$ cat src/hdl/ffa_pkg.sv
// shared constants, command codes and status type for the free-list allocator
package ffa_pkg;

  localparam int HEAP_UNITS = 1024;
  localparam int UNIT_BYTES = 16;
  localparam int ADDR_W     = $clog2(HEAP_UNITS);
  localparam int PTR_W      = ADDR_W + 1;
  localparam int UNIT_SHIFT = $clog2(UNIT_BYTES);
  localparam int BYTES_W    = 15;
  localparam int NEED_W     = BYTES_W - UNIT_SHIFT + 2;

  localparam logic [PTR_W-1:0] PTR_NULL  = PTR_W'(HEAP_UNITS);
  localparam logic [PTR_W-1:0] HEAP_SIZE = PTR_W'(HEAP_UNITS);

  localparam logic OP_ALLOC = 1'b0;
  localparam logic OP_FREE  = 1'b1;

  localparam int CMD_W = 5;
  typedef logic [CMD_W-1:0] cmd_t;

  localparam cmd_t C_NOP     = 5'd0;
  localparam cmd_t C_INIT    = 5'd1;
  localparam cmd_t C_LOAD    = 5'd2;
  localparam cmd_t C_RD_CUR  = 5'd3;
  localparam cmd_t C_A_SPLIT = 5'd4;
  localparam cmd_t C_A_EXACT = 5'd5;
  localparam cmd_t C_A_NEXT  = 5'd6;
  localparam cmd_t C_A_TAIL  = 5'd7;
  localparam cmd_t C_RD_F    = 5'd8;
  localparam cmd_t C_F_SIZE  = 5'd9;
  localparam cmd_t C_F_STEP  = 5'd10;
  localparam cmd_t C_F_LINK  = 5'd11;
  localparam cmd_t C_F_MNEXT = 5'd12;
  localparam cmd_t C_F_HEAD  = 5'd13;
  localparam cmd_t C_RD_PREV = 5'd14;
  localparam cmd_t C_F_MPREV = 5'd15;
  localparam cmd_t C_F_LPREV = 5'd16;
  localparam cmd_t C_OUT     = 5'd17;

  typedef struct packed {
    logic op;
    logic bytes_zero;
    logic pay_zero;
    logic cur_null;
    logic steps_max;
    logic fits;
    logic exact;
    logic cur_lt_f;
    logic merge_next;
    logic prev_null;
    logic merge_prev;
    logic out_free;
  } status_t;

endpackage

$ cat src/hdl/ffa_ctrl.sv
// controller: sequences list walks, header updates and result hand-off
module ffa_ctrl (
  input  logic              clk,
  input  logic              rst,
  input  logic              in_valid,
  output logic              in_ready,
  input  ffa_pkg::status_t  status,
  output ffa_pkg::cmd_t     cmd
);

  localparam logic [3:0] S_INIT  = 4'd0;
  localparam logic [3:0] S_IDLE  = 4'd1;
  localparam logic [3:0] S_DISP  = 4'd2;
  localparam logic [3:0] S_ACHK  = 4'd3;
  localparam logic [3:0] S_AEVAL = 4'd4;
  localparam logic [3:0] S_ATAIL = 4'd5;
  localparam logic [3:0] S_RDF   = 4'd6;
  localparam logic [3:0] S_FSZ   = 4'd7;
  localparam logic [3:0] S_FWCHK = 4'd8;
  localparam logic [3:0] S_FSTEP = 4'd9;
  localparam logic [3:0] S_FMN   = 4'd10;
  localparam logic [3:0] S_FPREV = 4'd11;
  localparam logic [3:0] S_FMP   = 4'd12;
  localparam logic [3:0] S_OUT   = 4'd13;

  logic [3:0] state, state_next;

  always_comb begin
    state_next = state;
    cmd        = ffa_pkg::C_NOP;
    in_ready   = 1'b0;
    unique case (state)
      S_INIT: begin
        cmd        = ffa_pkg::C_INIT;
        state_next = S_IDLE;
      end
      S_IDLE: begin
        in_ready = 1'b1;
        if (in_valid) begin
          cmd        = ffa_pkg::C_LOAD;
          state_next = S_DISP;
        end
      end
      S_DISP: begin
        if (status.op == ffa_pkg::OP_FREE) state_next = status.pay_zero ? S_OUT : S_RDF;
        else state_next = status.bytes_zero ? S_OUT : S_ACHK;
      end
      S_ACHK: begin
        if (status.cur_null || status.steps_max) begin
          state_next = S_OUT;
        end else begin
          cmd        = ffa_pkg::C_RD_CUR;
          state_next = S_AEVAL;
        end
      end
      S_AEVAL: begin
        if (!status.fits) begin
          cmd        = ffa_pkg::C_A_NEXT;
          state_next = S_ACHK;
        end else if (status.exact) begin
          cmd        = ffa_pkg::C_A_EXACT;
          state_next = S_OUT;
        end else begin
          cmd        = ffa_pkg::C_A_SPLIT;
          state_next = S_ATAIL;
        end
      end
      S_ATAIL: begin
        cmd        = ffa_pkg::C_A_TAIL;
        state_next = S_OUT;
      end
      S_RDF: begin
        cmd        = ffa_pkg::C_RD_F;
        state_next = S_FSZ;
      end
      S_FSZ: begin
        cmd        = ffa_pkg::C_F_SIZE;
        state_next = S_FWCHK;
      end
      S_FWCHK: begin
        if (!status.cur_null && status.cur_lt_f && !status.steps_max) begin
          cmd        = ffa_pkg::C_RD_CUR;
          state_next = S_FSTEP;
        end else if (status.merge_next) begin
          cmd        = ffa_pkg::C_RD_CUR;
          state_next = S_FMN;
        end else begin
          cmd        = ffa_pkg::C_F_LINK;
          state_next = S_FPREV;
        end
      end
      S_FSTEP: begin
        cmd        = ffa_pkg::C_F_STEP;
        state_next = S_FWCHK;
      end
      S_FMN: begin
        cmd        = ffa_pkg::C_F_MNEXT;
        state_next = S_FPREV;
      end
      S_FPREV: begin
        if (status.prev_null) begin
          cmd        = ffa_pkg::C_F_HEAD;
          state_next = S_OUT;
        end else begin
          cmd        = ffa_pkg::C_RD_PREV;
          state_next = S_FMP;
        end
      end
      S_FMP: begin
        cmd        = status.merge_prev ? ffa_pkg::C_F_MPREV : ffa_pkg::C_F_LPREV;
        state_next = S_OUT;
      end
      S_OUT: begin
        if (status.out_free) begin
          cmd        = ffa_pkg::C_OUT;
          state_next = S_IDLE;
        end
      end
      default: state_next = S_INIT;
    endcase
  end

  always_ff @(posedge clk) begin
    if (rst) state <= S_INIT;
    else state <= state_next;
  end

`ifndef SYNTHESIS
  a_init_once: assert property (@(posedge clk) disable iff (rst)
    state == S_INIT |=> state == S_IDLE)
    else $error("init did not complete in one cycle");
  a_ready_idle: assert property (@(posedge clk) disable iff (rst)
    in_ready |-> cmd == ffa_pkg::C_LOAD || cmd == ffa_pkg::C_NOP)
    else $error("request taken while a command runs");
  a_eval_after_read: assert property (@(posedge clk) disable iff (rst)
    state == S_AEVAL |-> $past(cmd) == ffa_pkg::C_RD_CUR)
    else $error("fit check without a header read");
`endif

endmodule

$ cat config.mk
export PLATFORM = sky130hd
export DESIGN_NAME = ffa_ctrl
export DESIGN_NICKNAME = d
export VERILOG_FILES = /design/src/hdl/ffa_pkg.sv /design/src/hdl/ffa_ctrl.sv
export SDC_FILE = /design/constraint.sdc
export NUM_CORES = 1
export LEC_CHECK = 0
export BUFFER_PORTS_ARGS = -buffer_cell sky130_fd_sc_hd__buf_4
export CORE_MARGIN = 4
export CORE_UTILIZATION = 35
export CTS_CLUSTER_DIAMETER = 120
export DETAILED_ROUTE_END_ITERATION = 6
export PLACE_DENSITY = 0.62
export SLEW_MARGIN = 30
export SYNTH_ARGS = -nofsm -noshare
export SYNTH_HDL_FRONTEND = slang
export SYNTH_SLANG_ARGS = --single-unit
export TNS_END_PERCENT = 1
$ cat constraint.sdc
create_clock -name clk -period 1.85 [get_ports clk]
set_clock_uncertainty 0.15 [all_clocks]
set_input_delay 0.37 -clock clk [delete_from_list [all_inputs] [get_ports clk]]
set_output_delay 0.37 -clock clk [all_outputs]
set_load 0.03 [all_outputs]
* After elaboration in Yosys (flattened, before gate mapping) *
Cells that the tools add are included.

storage, ports and cells
  flip-flop bits (word level) = 4
  input port bits = 15
  output and inout bits = 6
  word-level logic and storage cells = 48

operators by class
  equal/unequal tests = 15
  multiplexer cells = 23
  reductions and logical operators = 9

operator list
  kind                                            number
  case mux 5 bit (13 select lines)                1
  case mux 4 bit (12 select lines)                1
  two-way mux 4 bit                               10
  == test 4 bit (second input constant)           6
  == test 4 x 3 -> 1 bit (second input constant)  4
  two-way mux 2 bit                               5
  two-way mux 5 bit                               2
  == test 4 x 2 -> 1 bit (second input constant)  2
  == test 4 x 1 -> 1 bit (second input constant)  1
  zero test 4 bit                                 1
  two-way mux 1 bit                               4
  inequality test 2 bit (second input constant)   2
  OR reduction 2 bit                              2
  logical AND 1 bit                               2
  zero test 1 bit                                 2
  AND reduction 2 bit                             1
  logical OR 1 bit                                1

* Logic depth before layout (Yosys ltp) *
  depth after elaboration = 5
  mapped depth = 6
  gate-level depth less buffers = 4

* Worst setup path before layout *
Ideal clock, no wire load.

  kind = register -> output
  start = register state[3]
  end = output port cmd[3]
  arrival = 1.384 ns
  data required time = 1.330 ns
  setup slack = -0.054 ns
  stages on the path, launching flop included = 4
  path buffers = 2
  cells stage by stage = dfxtp_1 > buf_4 > clkbuf_1 > mux2i_1

between the ends
  word-level cells in the longest chain between the ends = 2
  elaborated cells on any way between the ends = 14
  classes of those cells = eq/ne (12); mux (1); reduce/logical (1)

ends and longest elaborated chain
  item                                         line             text
  start, declared                              ffa_ctrl.sv:26   logic [3:0] state, state_next;
  start signal, assigned                       ffa_ctrl.sv:125  else state <= state_next;
  == test 4 bit, or another cell as far along  ffa_ctrl.sv:32   unique case (state)
  case mux 5 bit (13 select lines) *           ffa_ctrl.sv:32
  end, declared                                ffa_ctrl.sv:8    output ffa_pkg::cmd_t cmd

Mark *: on every way between the ends. The rest lies on a longest branch, timed or not.

* Worst setup path in the final report *
  start = register state[1]
  end = output port cmd[3]

The elaborated chain is that of the path after synthesis.

==> results.toml <==
[outcome]
status = "complete, but fails checks"
violations = "negative setup slack"

[detailed_routing]
routedWlPerCell_um = 14.8
antenna_left = 0
routed_via_density = 5.81
dr.first_iter.drc_count = 25
drc_errors = 0
routed_wl_mm = 2.03
drt_pass1_iterations = 4
num_vias = 796

[die]
die_h_um = 48.5
row_count = 14
io_pins = 21
initial_utilization_pct = 37.7
core_region_area_mm2 = 0.00152
die_w_um = 48.5
die_area_mm2 = 0.00235

[power_and_ir_drop]
comb_power_share_pct = 79.8
p_seq_share_pct = 13.8
swShare_pct = 47.7
p_int_uw = 875
p_per_area_mw_per_mm2 = 1670
vdd_drop_max_mv = 0.918
p_clk_share_pct = 6.4
p_leak_uw = 0.000440
switchingPower_uw = 798

[synthesis]
synth_nets = 102
async_reset_ff_share_pct = 0
synth_warnings = 0
avgSynthCellArea_um2 = 6.60
synth_cell_type_count = 34
ys_ff_latch = 4
ys_seq_area_share_pct = 13.9
synth_edf_count = 0
netlist_instances = 87
netlist_area_um2 = 574
synthFlopType = "dfxtp_1"

[finish]
utilization_pct = 65.6
drive_gt1_share_pct = 51.2
antenna_cells = 0
area_delta_synth_final_pct = 74.1
nets = 138
stdcell_count = 137
regMostFlops = "state"
reg_top3 = "state: 4 flops"
largest_reg_flops = 4

[place]
gp_congestion = 0.913
dpl_worst_slack_ns = -0.139
dp.cells = 132
port_buffers = 20
dp_hpwl_mm = 1.53

[critical_path]
cp_max_fo = 7
crit_required_ns = 1.33
crit_path_start_kind = "flip-flop"
critical_path_arrival_ns = 1.40
critPathTopFamily = "flip-flops"
endpoint_kind = "primary output"
slowest_delay_ns = 0.36
reg2reg_slack_ns = 0.19
crit_buf_inv = 2
cp_slowest_cell = "dfxtp_4"
critPathKind = "flip-flop to primary output"
crit_chain = "buf_8 > o41ai_4 > mux2i_2 > buf_4"

[sta]
rsz0062_at_grt = "true"
fin_ws_ns = -0.0732
setup_viol = 4
finalWorstPathRequiredPeriod_ns = 1.92
finalHoldViolations = 0
fmax_mhz = 520
tightest_slew_ns = 0.320
slew_viol_final = 0
relSlewSlack_pct = 78.6
setup_tns_ns = -0.223
period_share_pct = 104
hold_ws_ns = 0.159

[cts]
clkLatencyLatePin_ns = 0.23
path_clk_slew_ns = 0.04
cts_buffer_depth = 2
ctsHoldBuffers = 0
cts.sinks = 4
cts_root_buffer = "clkbuf_4"
cts_tree = "yes"
cts_inserted_buffers = 3
htreeDepth = 1

[global_route]
grt_pass1_wl_mm = 3.35
grt-ovfl-total = 0
grt_pass1_vias = 783
groute.usage.overall_pct = 17.1
grt_max_degree = 12
antenna_found_initial = 0

[worst_hold_path]
hold_class = "input pin to flip-flop"

[run]
maxCapViolations = 0
[cells in the mapped netlist, types with 2 or more instances]
cell | instances | share of area (%)
a21o_1 | 2 | 2.6
a21oi_1 | 8 | 7.0
a31oi_1 | 4 | 4.4
buf_2 | 4 | 3.5
clkbuf_1 | 2 | 1.3
dfxtp_1 | 4 | 14
inv_1 | 4 | 2.6
mux2i_1 | 2 | 3.5
nand2_1 | 7 | 4.6
nand2b_1 | 4 | 4.4
nor2_1 | 8 | 5.2
nor2b_1 | 3 | 3.3
nor3_1 | 4 | 3.5
nor4_1 | 2 | 2.2
o21ai_0 | 6 | 5.2
o22ai_1 | 3 | 3.3
o31a_1 | 3 | 4.6
[area by class of cell]
| type | instances | area [µm²] |
|---|---|---|
| multi-input combinational | 72 | 543 |
| fill | 137 | 524 |
| timing repair buffer | 38 | 308 |
| sequential | 4 | 91.3 |
| clock buffer | 3 | 22.5 |
| tap | 16 | 20.0 |
| inverter | 4 | 15.0 |
[cells in the final DEF (no fill, tap or decap), drive strengths merged, types with 2 or more instances in the layout]
master  instances
nand2           7
a31oi           4
o22ai           3
clkbuf          3
o31a            3
inv             4
nand2b          4
a21o            2
nor4            2
buf            38
a21oi           8
nor2            8
o21ai           6
nor3            4
dfxtp           4
nor2b           3
mux2i           2
[cells by family (layout without fill, tap and decap cells)]
group	count (synthesis)	after routing	share of synthesized area [%]
buf+inv	11	45	8.71
mux	3	3	5.45
flops	4	4	13.9
simple gates	35	35	31.8
compound gates	34	34	40.1
[metrics by stage]
stage | instance area, µm² | total power, µW
after floorplan | 578 | 869
after global placement | 833 | 1260
after detailed placement | 833 | 1270
after CTS | 967 | 1610
after global routing | 1000 | 1780
final | 1000 | 1670
[power by group through the flow]
| stage | Combinational (µW) | Clock [µW] | Sequential (µW) |
|---|---|---|---|
| final | 1340 | 107 | 231 |
| after global routing | 1430 | 115 | 234 |
| after CTS | 1280 | 108 | 226 |
| after detailed placement | 1070 | 0 | 201 |
| after global placement | 1060 | 0 | 202 |
| after floorplan | 708 | 0 | 160 |
[what timing repair did]
item / in CTS / in global routing
gates resized for setup: 25 / 8
setup endpoints to repair: 6 / 4
pin swaps: 3 / 1
setup buffers: 2 / 0
hold endpoints to repair: 0 / 0
[final timing paths]
check | startpoint | end | depth (start not counted)
min reg2reg | state[1]$_SDFFE_PP0P_ | state[3]$_SDFFE_PP0P_ | 3
max | state[1]$_SDFFE_PP0P_ | cmd[3] | 4
min | rst | state[2]$_SDFFE_PP0P_ | 2
max reg2reg | state[2]$_SDFFE_PP0P_ | state[0]$_SDFFE_PP0P_ | 6
[routing by layer]
layer | track usage [%] | up-vias | routed length [µm]
met4 | 4.93 | 0 | 0
met3 | 2.76 | 0 | 114
met2 | 30.0 | 28 | 986
li1 | - | 397 | -
met1 | 21.2 | 371 | 927
met5 | 0 | - | 0
[worst register-to-register path: stages (launching register included)]
cell	delay, ns
dfxtp_4	0.39
buf_4	0.17
nor2b_2	0.15
buf_4	0.13
a21oi_1	0.16
o22ai_1	0.12
o31a_1	0.27
Note: power is estimated with default switching activity, not from simulation.
